## config.mk

```make
export PLATFORM = sky130hd
export DESIGN_NAME = modbus_rtu_holding_register_slave_top
export DESIGN_NICKNAME = d
export VERILOG_FILES = /design/src/design/mrhs_pkg.sv /design/src/design/mrhs_regfile.sv /design/src/design/mrhs_front.sv /design/src/design/mrhs_back.sv /design/src/design/modbus_rtu_holding_register_slave_top.sv
export SDC_FILE = /design/constraint.sdc
export NUM_CORES = 2
export LEC_CHECK = 0
export ABC_CLOCK_PERIOD_IN_PS = 14400
export BUFFER_PORTS_ARGS = -buffer_cell sky130_fd_sc_hd__buf_2
export CAP_MARGIN = 20
export CORE_MARGIN = 2
export CORE_UTILIZATION = 43
export DETAILED_ROUTE_END_ITERATION = 7
export PLACE_DENSITY_LB_ADDON = 0.3
export REMOVE_ABC_BUFFERS = 1
export SYNTH_ARGS = -nofsm -noshare
export SYNTH_HDL_FRONTEND = slang
export SYNTH_SLANG_ARGS = --single-unit
```

## constraint.sdc

```tcl
create_clock -name clk_i -period 14.4 [get_ports clk_i]
set_clock_uncertainty 0.1 [all_clocks]
set_input_delay 1.44 -clock clk_i [delete_from_list [all_inputs] [get_ports clk_i]]
set_output_delay 1.44 -clock clk_i [all_outputs]
set_load 0.005 [all_outputs]
```

## src/design/mrhs_pkg.sv

```systemverilog
package mrhs_pkg;

  localparam int unsigned FLEN_W = 9;

  localparam logic [1:0] KIND_RX    = 2'd0;
  localparam logic [1:0] KIND_TICK  = 2'd1;
  localparam logic [1:0] KIND_TXRDY = 2'd2;

  localparam logic [7:0] FN_READ  = 8'h03;
  localparam logic [7:0] FN_WRITE = 8'h06;

  localparam logic [2:0] ST_OK       = 3'd0;
  localparam logic [2:0] ST_CRC      = 3'd1;
  localparam logic [2:0] ST_ADDR     = 3'd2;
  localparam logic [2:0] ST_FUNC     = 3'd3;
  localparam logic [2:0] ST_RANGE    = 3'd4;
  localparam logic [2:0] ST_OVERFLOW = 3'd5;
  localparam logic [2:0] ST_BUSY     = 3'd6;

  localparam logic [2:0] SEL_CONST  = 3'd0;
  localparam logic [2:0] SEL_MEM_HI = 3'd1;
  localparam logic [2:0] SEL_MEM_LO = 3'd2;
  localparam logic [2:0] SEL_CRC_LO = 3'd3;
  localparam logic [2:0] SEL_CRC_HI = 3'd4;

  typedef struct packed {
    logic       rtype;
    logic [2:0] sel;
    logic [7:0] data;
    logic       last;
    logic [2:0] status;
    logic       crc_upd;
  } op_t;

  function automatic logic [15:0] crc_step(input logic [15:0] crc, input logic [7:0] b);
    logic [15:0] c;
    c = crc ^ {8'h00, b};
    for (int k = 0; k < 8; k++) begin
      if (c[0]) begin
        c = (c >> 1) ^ 16'hA001;
      end else begin
        c = c >> 1;
      end
    end
    return c;
  endfunction

endpackage

```

## src/design/mrhs_regfile.sv

```systemverilog
module mrhs_regfile #(
  parameter int unsigned REG_COUNT = 64,
  parameter int unsigned AW = 6
) (
  input  logic          clk_i,
  input  logic          rst_ni,
  input  logic          we_i,
  input  logic [AW-1:0] waddr_i,
  input  logic [15:0]   wdata_i,
  input  logic          re_i,
  input  logic [AW-1:0] raddr_i,
  output logic [15:0]   rdata_o
);

  logic [15:0]          mem_q [REG_COUNT];
  logic [REG_COUNT-1:0] vld_q;
  logic [15:0]          rdata_q;

  always_ff @(posedge clk_i) begin
    if (we_i) begin
      mem_q[waddr_i] <= wdata_i;
    end
    if (re_i) begin
      rdata_q <= vld_q[raddr_i] ? mem_q[raddr_i] : 16'h0000;
    end
  end

  always_ff @(posedge clk_i or negedge rst_ni) begin
    if (!rst_ni) begin
      vld_q <= '0;
    end else if (we_i) begin
      vld_q[waddr_i] <= 1'b1;
    end
  end

  assign rdata_o = rdata_q;

endmodule

```

## src/design/mrhs_front.sv

```systemverilog
module mrhs_front import mrhs_pkg::*; #(
  parameter int unsigned REG_COUNT = 64,
  parameter int unsigned AW = 6,
  parameter int unsigned MAX_FRAME = 250,
  parameter int unsigned MAX_READ_REGS = 125
) (
  input  logic          clk_i,
  input  logic          rst_ni,
  input  logic          cfg_we_i,
  input  logic          cfg_index_i,
  input  logic [15:0]   cfg_data_i,
  input  logic          accept_i,
  input  logic [1:0]    kind_i,
  input  logic [7:0]    rx_byte_i,
  output logic          op_valid_o,
  output op_t           op_o,
  output logic          we_o,
  output logic [AW-1:0] waddr_o,
  output logic [15:0]   wdata_o,
  output logic          re_o,
  output logic [AW-1:0] raddr_o
);

  localparam logic [1:0] PH_WAIT = 2'd0;
  localparam logic [1:0] PH_IDLE = 2'd1;
  localparam logic [1:0] PH_RECV = 2'd2;

  logic [7:0]        addr_q;
  logic [15:0]       lim_q;
  logic [1:0]        phase_q, phase_d;
  logic [15:0]       sil_q, sil_d;
  logic [FLEN_W-1:0] flen_q, flen_d;
  logic [7:0]        req_q [6];
  logic [15:0]       rcrc_q, rcrc_d;
  logic              busy_q, busy_d;
  logic              tact_q, tact_d;
  logic [7:0]        tidx_q, tidx_d;
  logic [7:0]        tlen_q, tlen_d;
  logic              req_we;
  logic [2:0]        req_wa;

  logic [15:0] limit, sil_inc, start, count, rd_off;
  logic [16:0] rd_end;
  logic        bcast;
  logic [2:0]  fe_status;
  logic        fe_write, fe_tx;
  logic [7:0]  fe_len;

  assign limit = (lim_q == 16'd0) ? 16'd1 : lim_q;
  assign sil_inc = (sil_q == 16'hFFFF) ? sil_q : sil_q + 16'd1;
  assign start = {req_q[2], req_q[3]};
  assign count = {req_q[4], req_q[5]};
  assign rd_end = {1'b0, start} + {1'b0, count};
  assign bcast = (req_q[0] == 8'h00);
  assign rd_off = ({8'h00, tidx_q} - 16'd3) >> 1;

  always_comb begin
    fe_status = ST_OK;
    fe_write  = 1'b0;
    fe_tx     = 1'b0;
    fe_len    = 8'd8;
    if (rcrc_q != 16'h0000) begin
      fe_status = ST_CRC;
    end else if (busy_q || tact_q) begin
      fe_status = ST_BUSY;
    end else if (req_q[0] != addr_q && !bcast) begin
      fe_status = ST_ADDR;
    end else if (flen_q != FLEN_W'(8)) begin
      fe_status = ST_FUNC;
    end else if (req_q[1] == FN_READ) begin
      if (count == 16'd0 || count > 16'(MAX_READ_REGS) || rd_end > 17'(REG_COUNT)) begin
        fe_status = ST_RANGE;
      end else begin
        fe_tx  = !bcast;
        fe_len = 8'd5 + {count[6:0], 1'b0};
      end
    end else if (req_q[1] == FN_WRITE) begin
      if ({1'b0, start} >= 17'(REG_COUNT)) begin
        fe_status = ST_RANGE;
      end else begin
        fe_write = 1'b1;
        fe_tx    = !bcast;
      end
    end else begin
      fe_status = ST_FUNC;
    end
  end

  always_comb begin
    phase_d    = phase_q;
    sil_d      = sil_q;
    flen_d     = flen_q;
    rcrc_d     = rcrc_q;
    busy_d     = busy_q;
    tact_d     = tact_q;
    tidx_d     = tidx_q;
    tlen_d     = tlen_q;
    req_we     = 1'b0;
    req_wa     = flen_q[2:0];
    op_valid_o = 1'b0;
    op_o       = '{rtype: 1'b1, sel: SEL_CONST, data: 8'h00, last: 1'b0,
                   status: ST_OK, crc_upd: 1'b0};
    we_o       = 1'b0;
    re_o       = 1'b0;
    raddr_o    = AW'(start + rd_off);
    if (accept_i) begin
      if (kind_i == KIND_RX) begin
        sil_d = 16'd0;
        if (phase_q == PH_IDLE || phase_q == PH_RECV) begin
          if (phase_q == PH_IDLE) begin
            phase_d = PH_RECV;
          end
          if (phase_q == PH_RECV && flen_q >= FLEN_W'(MAX_FRAME)) begin
            phase_d    = PH_WAIT;
            op_valid_o = 1'b1;
            op_o.status = ST_OVERFLOW;
          end else begin
            if (tact_q) begin
              busy_d = 1'b1;
            end else begin
              busy_d = (phase_q == PH_IDLE) ? 1'b0 : busy_q;
              req_we = (phase_q == PH_IDLE) || (flen_q < FLEN_W'(6));
            end
            if (phase_q == PH_IDLE) begin
              req_wa = 3'd0;
              flen_d = FLEN_W'(1);
              rcrc_d = crc_step(16'hFFFF, rx_byte_i);
            end else begin
              flen_d = flen_q + FLEN_W'(1);
              rcrc_d = crc_step(rcrc_q, rx_byte_i);
            end
          end
        end
      end else if (kind_i == KIND_TICK) begin
        if (phase_q != PH_IDLE) begin
          if (sil_inc < limit) begin
            sil_d = sil_inc;
          end else begin
            sil_d   = 16'd0;
            phase_d = PH_IDLE;
            if (phase_q == PH_RECV) begin
              op_valid_o  = 1'b1;
              op_o.status = fe_status;
              we_o        = fe_write;
              if (fe_tx) begin
                tact_d = 1'b1;
                tidx_d = 8'd0;
                tlen_d = fe_len;
              end
            end
          end
        end
      end else if (kind_i == KIND_TXRDY && tact_q) begin
        op_valid_o = 1'b1;
        op_o.rtype = 1'b0;
        tidx_d     = tidx_q + 8'd1;
        if ({1'b0, tidx_q} + 9'd2 == {1'b0, tlen_q}) begin
          op_o.sel = SEL_CRC_LO;
        end else if ({1'b0, tidx_q} + 9'd1 >= {1'b0, tlen_q}) begin
          op_o.sel  = SEL_CRC_HI;
          op_o.last = 1'b1;
          tact_d    = 1'b0;
          tidx_d    = 8'd0;
        end else begin
          op_o.crc_upd = 1'b1;
          if (req_q[1] == FN_WRITE) begin
            op_o.data = (tidx_q < 8'd6) ? req_q[tidx_q[2:0]] : 8'h00;
          end else if (tidx_q == 8'd0) begin
            op_o.data = req_q[0];
          end else if (tidx_q == 8'd1) begin
            op_o.data = FN_READ;
          end else if (tidx_q == 8'd2) begin
            op_o.data = tlen_q - 8'd5;
          end else begin
            re_o     = 1'b1;
            op_o.sel = tidx_q[0] ? SEL_MEM_HI : SEL_MEM_LO;
          end
        end
      end
    end
  end

  assign waddr_o = AW'(start);
  assign wdata_o = count;

  always_ff @(posedge clk_i) begin
    if (req_we) begin
      req_q[req_wa] <= rx_byte_i;
    end
  end

  always_ff @(posedge clk_i or negedge rst_ni) begin
    if (!rst_ni) begin
      addr_q  <= 8'd1;
      lim_q   <= 16'd40320;
      phase_q <= PH_WAIT;
      sil_q   <= 16'd0;
      flen_q  <= '0;
      rcrc_q  <= 16'hFFFF;
      busy_q  <= 1'b0;
      tact_q  <= 1'b0;
      tidx_q  <= 8'd0;
      tlen_q  <= 8'd0;
    end else begin
      if (cfg_we_i) begin
        if (cfg_index_i) begin
          lim_q <= cfg_data_i;
        end else begin
          addr_q <= cfg_data_i[7:0];
        end
      end
      phase_q <= phase_d;
      sil_q   <= sil_d;
      flen_q  <= flen_d;
      rcrc_q  <= rcrc_d;
      busy_q  <= busy_d;
      tact_q  <= tact_d;
      tidx_q  <= tidx_d;
      tlen_q  <= tlen_d;
    end
  end

endmodule

```

## src/design/mrhs_back.sv

```systemverilog
module mrhs_back import mrhs_pkg::*; (
  input  logic        clk_i,
  input  logic        rst_ni,
  input  logic        op_valid_i,
  input  op_t         op_i,
  input  logic [15:0] rdata_i,
  output logic        busy_o,
  output logic        out_valid_o,
  input  logic        out_stall_i,
  output logic        result_type_o,
  output logic [7:0]  tx_byte_o,
  output logic        tx_last_o,
  output logic [2:0]  frame_status_o
);

  logic        s1_valid_q, s1_valid_d;
  op_t         s1_q;
  logic [15:0] crc_q, crc_d;
  logic        out_valid_q, out_valid_d;
  logic        rtype_q;
  logic [7:0]  byte_q;
  logic        last_q;
  logic [2:0]  status_q;
  logic        adv;
  logic [7:0]  val;

  assign adv    = s1_valid_q && (!out_valid_q || !out_stall_i);
  assign busy_o = s1_valid_q && !adv;

  always_comb begin
    case (s1_q.sel)
      SEL_MEM_HI: val = rdata_i[15:8];
      SEL_MEM_LO: val = rdata_i[7:0];
      SEL_CRC_LO: val = crc_q[7:0];
      SEL_CRC_HI: val = crc_q[15:8];
      default:    val = s1_q.data;
    endcase
  end

  always_comb begin
    crc_d = crc_q;
    if (adv) begin
      if (s1_q.crc_upd) begin
        crc_d = crc_step(crc_q, val);
      end else if (s1_q.last) begin
        crc_d = 16'hFFFF;
      end
    end
    s1_valid_d  = op_valid_i ? 1'b1 : (adv ? 1'b0 : s1_valid_q);
    out_valid_d = adv ? 1'b1 : (out_stall_i ? out_valid_q : 1'b0);
  end

  always_ff @(posedge clk_i) begin
    if (op_valid_i) begin
      s1_q <= op_i;
    end
    if (adv) begin
      rtype_q  <= s1_q.rtype;
      byte_q   <= val;
      last_q   <= s1_q.last;
      status_q <= s1_q.status;
    end
  end

  always_ff @(posedge clk_i or negedge rst_ni) begin
    if (!rst_ni) begin
      s1_valid_q  <= 1'b0;
      out_valid_q <= 1'b0;
      crc_q       <= 16'hFFFF;
    end else begin
      s1_valid_q  <= s1_valid_d;
      out_valid_q <= out_valid_d;
      crc_q       <= crc_d;
    end
  end

  assign out_valid_o    = out_valid_q;
  assign result_type_o  = rtype_q;
  assign tx_byte_o      = byte_q;
  assign tx_last_o      = last_q;
  assign frame_status_o = status_q;

endmodule

```

## src/design/modbus_rtu_holding_register_slave_top.sv

```systemverilog
// Modbus RTU slave serving holding registers through functions 03 and 06.
// The input channel carries one event per request: a received byte, a timer
// tick or a transmitter-ready event. The output channel carries either a
// response byte or a frame outcome report; a request produces at most one.
// A request is accepted while in_stall_o is low, and requests may then follow back to back.
// A result passes through the back stage register and then the output register.
// The front stage updates the receive state and issues a register read, the
// back stage picks the byte from the registered-read register memory and folds it
// into the transmit checksum, and an output register holds the result.
// When the receiver stalls, the output register holds its result, the back
// stage fills, and then in_stall_o is raised until the output drains.
// Configuration writes take effect at the next clock edge.
// Reset clears all control state, sets the station address to 1 and the
// silence limit to 40320 ticks, and makes all holding registers read zero
// at once through per-entry valid bits. The block then waits for one period
// of line silence before it accepts a frame.
module modbus_rtu_holding_register_slave_top import mrhs_pkg::*; #(
  parameter int unsigned REG_COUNT = 64,
  parameter int unsigned MAX_FRAME = 250,
  parameter int unsigned MAX_READ_REGS = 125
) (
  input  logic        clk_i,
  input  logic        rst_ni,
  input  logic        cfg_we_i,
  input  logic        cfg_index_i,
  input  logic [15:0] cfg_data_i,
  input  logic        in_valid_i,
  output logic        in_stall_o,
  input  logic [1:0]  kind_i,
  input  logic [7:0]  rx_byte_i,
  output logic        out_valid_o,
  input  logic        out_stall_i,
  output logic        result_type_o,
  output logic [7:0]  tx_byte_o,
  output logic        tx_last_o,
  output logic [2:0]  frame_status_o
);

  localparam int unsigned AW = (REG_COUNT > 1) ? $clog2(REG_COUNT) : 1;

  logic          accept;
  logic          op_valid;
  op_t           op;
  logic          we, re;
  logic [AW-1:0] waddr, raddr;
  logic [15:0]   wdata, rdata;
  logic          back_busy;

  assign in_stall_o = back_busy;
  assign accept     = in_valid_i && !back_busy;

  mrhs_front #(
    .REG_COUNT(REG_COUNT),
    .AW(AW),
    .MAX_FRAME(MAX_FRAME),
    .MAX_READ_REGS(MAX_READ_REGS)
  ) u_front (
    .clk_i(clk_i),
    .rst_ni(rst_ni),
    .cfg_we_i(cfg_we_i),
    .cfg_index_i(cfg_index_i),
    .cfg_data_i(cfg_data_i),
    .accept_i(accept),
    .kind_i(kind_i),
    .rx_byte_i(rx_byte_i),
    .op_valid_o(op_valid),
    .op_o(op),
    .we_o(we),
    .waddr_o(waddr),
    .wdata_o(wdata),
    .re_o(re),
    .raddr_o(raddr)
  );

  mrhs_regfile #(
    .REG_COUNT(REG_COUNT),
    .AW(AW)
  ) u_regfile (
    .clk_i(clk_i),
    .rst_ni(rst_ni),
    .we_i(we),
    .waddr_i(waddr),
    .wdata_i(wdata),
    .re_i(re),
    .raddr_i(raddr),
    .rdata_o(rdata)
  );

  mrhs_back u_back (
    .clk_i(clk_i),
    .rst_ni(rst_ni),
    .op_valid_i(op_valid),
    .op_i(op),
    .rdata_i(rdata),
    .busy_o(back_busy),
    .out_valid_o(out_valid_o),
    .out_stall_i(out_stall_i),
    .result_type_o(result_type_o),
    .tx_byte_o(tx_byte_o),
    .tx_last_o(tx_last_o),
    .frame_status_o(frame_status_o)
  );

endmodule

```

==> impl_metrics.py <==
metrics = {
    "outcome": {
        "outcome": "completed",
    },
    "placed_design": {
        "dp_slack_ps": 7600,
        "dp_hpwl_um": 78100,
        "dp.cells": 4643,
        "gp_congestion": 0.870,
        "io_buffer_count": 46,
    },
    "clock_tree": {
        "hold_buffers": 0,
        "post_cts_buffers": 0,
        "clock_latency_ps": 740,
        "path_clk_slew_ps": 60,
        "cts_sinks": 1300,
        "cts-resized-gates": 0,
        "cts-htree-levels": 4,
        "clockBufferDepth": 3,
        "cts_tree": "done",
        "cts-root-buf": "clkbuf_16",
        "cts_buffers": 135,
    },
    "routing": {
        "wire_per_inst_um": 27.0,
        "ant_nets": 0,
        "vias_per_cell": 5.90,
        "vias": 28900,
        "routed_wl_um": 132000,
        "drtIter0Drc": 2879,
        "drc": 0,
        "dr.pass1.iters": 7,
    },
    "timing": {
        "rsz0062_at_grt": "false",
        "finalHoldWorstSlack_ps": 326,
        "hold_violations": 0,
        "worstMarginPinSlew_ps": 1260,
        "max_freq_mhz": 145,
        "finalCritPeriodShare": 0.480,
        "fin_crit_ps": 6910,
        "max_slew_margin": 0.152,
        "drv_slew": 0,
        "finalSetupViolCount": 0,
        "setup_slack_ps": 7490,
        "fin_setup_tns_ps": 0,
    },
    "cells_and_area": {
        "antenna_cells": 0,
        "layout-drive-gt1-share": 0.247,
        "finalNonFillerCells": 4891,
        "multiInputGateArea_um2": 15500,
        "area_growth_pct": 12.8,
        "n_fill_cell": 10200,
        "nets": 3223,
        "final-seq-area_um2": 38300,
    },
    "yosys": {
        "synth_most_common_cell": "edfxtp_1",
        "async_flop_share": 0.128,
        "post-synth-top-area-cell": "edfxtp_1",
        "netlist_area_um2": 54400,
        "synth_edf_count": 1133,
        "syn_inst": 2970,
        "yosys-top-cells-area": "edfxtp_1, mux4_2, dfrtp_1",
        "ys_seq_area_frac": 0.703,
        "yosysWarnings": 0,
        "ys_top_cells_by_count": "edfxtp_1, mux4_2, nor2_1",
        "synth_top_area_frac": 0.625,
        "syn_avg_cell_area_um2": 18.3,
        "ys_ff_latch": 1300,
        "synthFlopType": "edfxtp_1",
        "synth.distinct_cells": 84,
    },
    "pwr": {
        "ir_drop_v": 0.000112,
        "leakagePower_nw": 20.5,
        "p_per_area_nw_per_um2": 131,
        "power_w": 0.00803,
    },
    "floorplan": {
        "dieArea_um2": 129000,
        "initial_core_util": 0.433,
        "die_w_um": 360,
        "die_y_um": 360,
        "pin_count": 47,
        "num_rows": 130,
        "core_um2": 126000,
    },
    "grt": {
        "grt_use_total": 0.205,
        "grt_pass1_wl_um": 196000,
        "grt-ovfl-total": 0,
        "grt_pass1_vias": 29500,
        "antenna_found_initial": 2,
        "grt_max_degree": 89,
    },
    "worst_setup_path": {
        "max_stage_delay_ps": 1370,
        "cp_slowest_cell": "fa_4",
        "crit_path_cell_trace": "inv_1 -> ha_1 -> ha_4 -> inv_1 -> fa_4 -> buf_4 -> mux4_2 -> mux4_2 -> nor2b_1 -> a211oi_1 -> a211oi_1",
        "worstSetupEndpointType": "register",
        "cp.required_ps": 14730,
        "worstSetupStartpointType": "register",
        "critPathTopFamily": "adder cells",
        "critPathArrivalTime_ps": 7240,
        "path_buf_inv": 3,
        "cp_max_fo": 51,
        "path_class": "reg -> reg",
        "r2r_setup_slack_ps": 7490,
    },
    "flow_run": {
        "drv_cap": 0,
    },
    "min_path": {
        "worstHoldPathType": "reg -> reg",
    },
}
[layout make-up]
cell class,count,area share
clock buffer,172,0.0595
clock inverter,74,0.0100
inverter,64,0.00391
multi-input combinational,1475,0.252
sequential,1300,0.623
tap,1650,0.0336
timing repair buffer,156,0.0182
[logic make-up after synthesis]
| logic type | Yosys count | synth area share |
|---|---|---|
| AOI/OAI and AO/OA | 369 | 0.0455 |
| other | 1 | 0.0000689 |
| xor gates and xnor gates | 111 | 0.0186 |
| muxes | 419 | 0.160 |
| DFF | 1300 | 0.703 |
| buffers and inverters | 210 | 0.0151 |
| and+or+nand+nor | 501 | 0.0440 |
| adders and majority gates | 59 | 0.0138 |
[stage by stage]
stage / utilization / instance area, µm²
6_report: 0.489 / 61400
5_1_grt: 0.489 / 61400
4_1_cts: 0.489 / 61400
3_5_place_dp: 0.455 / 57100
3_3_place_gp: 0.455 / 57100
2_1_floorplan: - / 53900
[registers in the layout (all words and copies together), names as in the netlist, 2 cells and up]
| register | count |
|---|---|
| u_front.phase_q | 2 |
| u_front.tlen_q | 8 |
| u_front.addr_q | 8 |
| u_back.s1_q | 16 |
| u_regfile.vld_q | 64 |
| u_back.crc_q | 16 |
| u_regfile.rdata_o | 16 |
| u_front.rcrc_q | 16 |
| u_front.lim_q | 16 |
| u_front.req_q | 64 |
| u_front.sil_q | 16 |
| u_back.tx_byte_o | 8 |
| u_back.frame_status_o | 3 |
| u_regfile.mem_q | 1024 |
| u_front.flen_q | 9 |
| u_front.tidx_q | 8 |
[placed cells by master (no fill, tap or decap), types with 17 or more instances in the layout]
cell type and instances:
a21oi_1 64, dfstp_2 39, nor2b_1 28, mux2i_1 26
nor2_1 161, nand2_1 141, inv_1 63, xnor2_1 75
buf_2 45, clkinv_1 29, a21o_1 24, clkinv_2 24
a211oi_1 37, o21bai_1 67, ha_1 56, clkbuf_1 27
nor3_1 17, nand4_1 22, xor2_1 29, buf_4 107
dfrtp_1 128, nor4_1 20, nand3_1 39, mux2_2 36
clkbuf_16 138, edfxtp_1 1133, o21ai_0 77, mux4_2 356
[where the power goes]
part | switching [W] | leakage (nW) | internal (W)
clock network | 0.00142 | 2.09 | 0.00194
logic | 0.000262 | 6.07 | 0.000205
registers | 0.0000640 | 12.3 | 0.00414
total | 0.00174 | 20.5 | 0.00628
[routing by layer]
| layer | track usage | vias up | wire length (µm) |
|---|---|---|---|
| met1 | 0.286 | 15200 | 54900 |
| li1 | - | 12300 | - |
| met4 | 0.0709 | 0 | 4130 |
| met5 | 0 | - | 0 |
| met3 | 0.0390 | 210 | 10100 |
| met2 | 0.324 | 1188 | 63100 |
[final timing paths]
check	start	to	cells past startpoint
worst min register to register	u_back.s1_q[2]	u_back.frame_status_o[1]	0
worst max-delay path	u_front.tidx_q[0]	u_regfile.rdata_o[12]	11
max in group asynchronous	rst_ni	u_back.crc_q[6]	3
worst max register to register	u_front.tidx_q[0]	u_regfile.rdata_o[12]	11
min in group asynchronous	rst_ni	u_front.flen_q[0]	1
worst min-delay path	u_back.s1_q[2]	u_back.frame_status_o[1]	0
No activity file was read; power rests on OpenSTA's default activity.
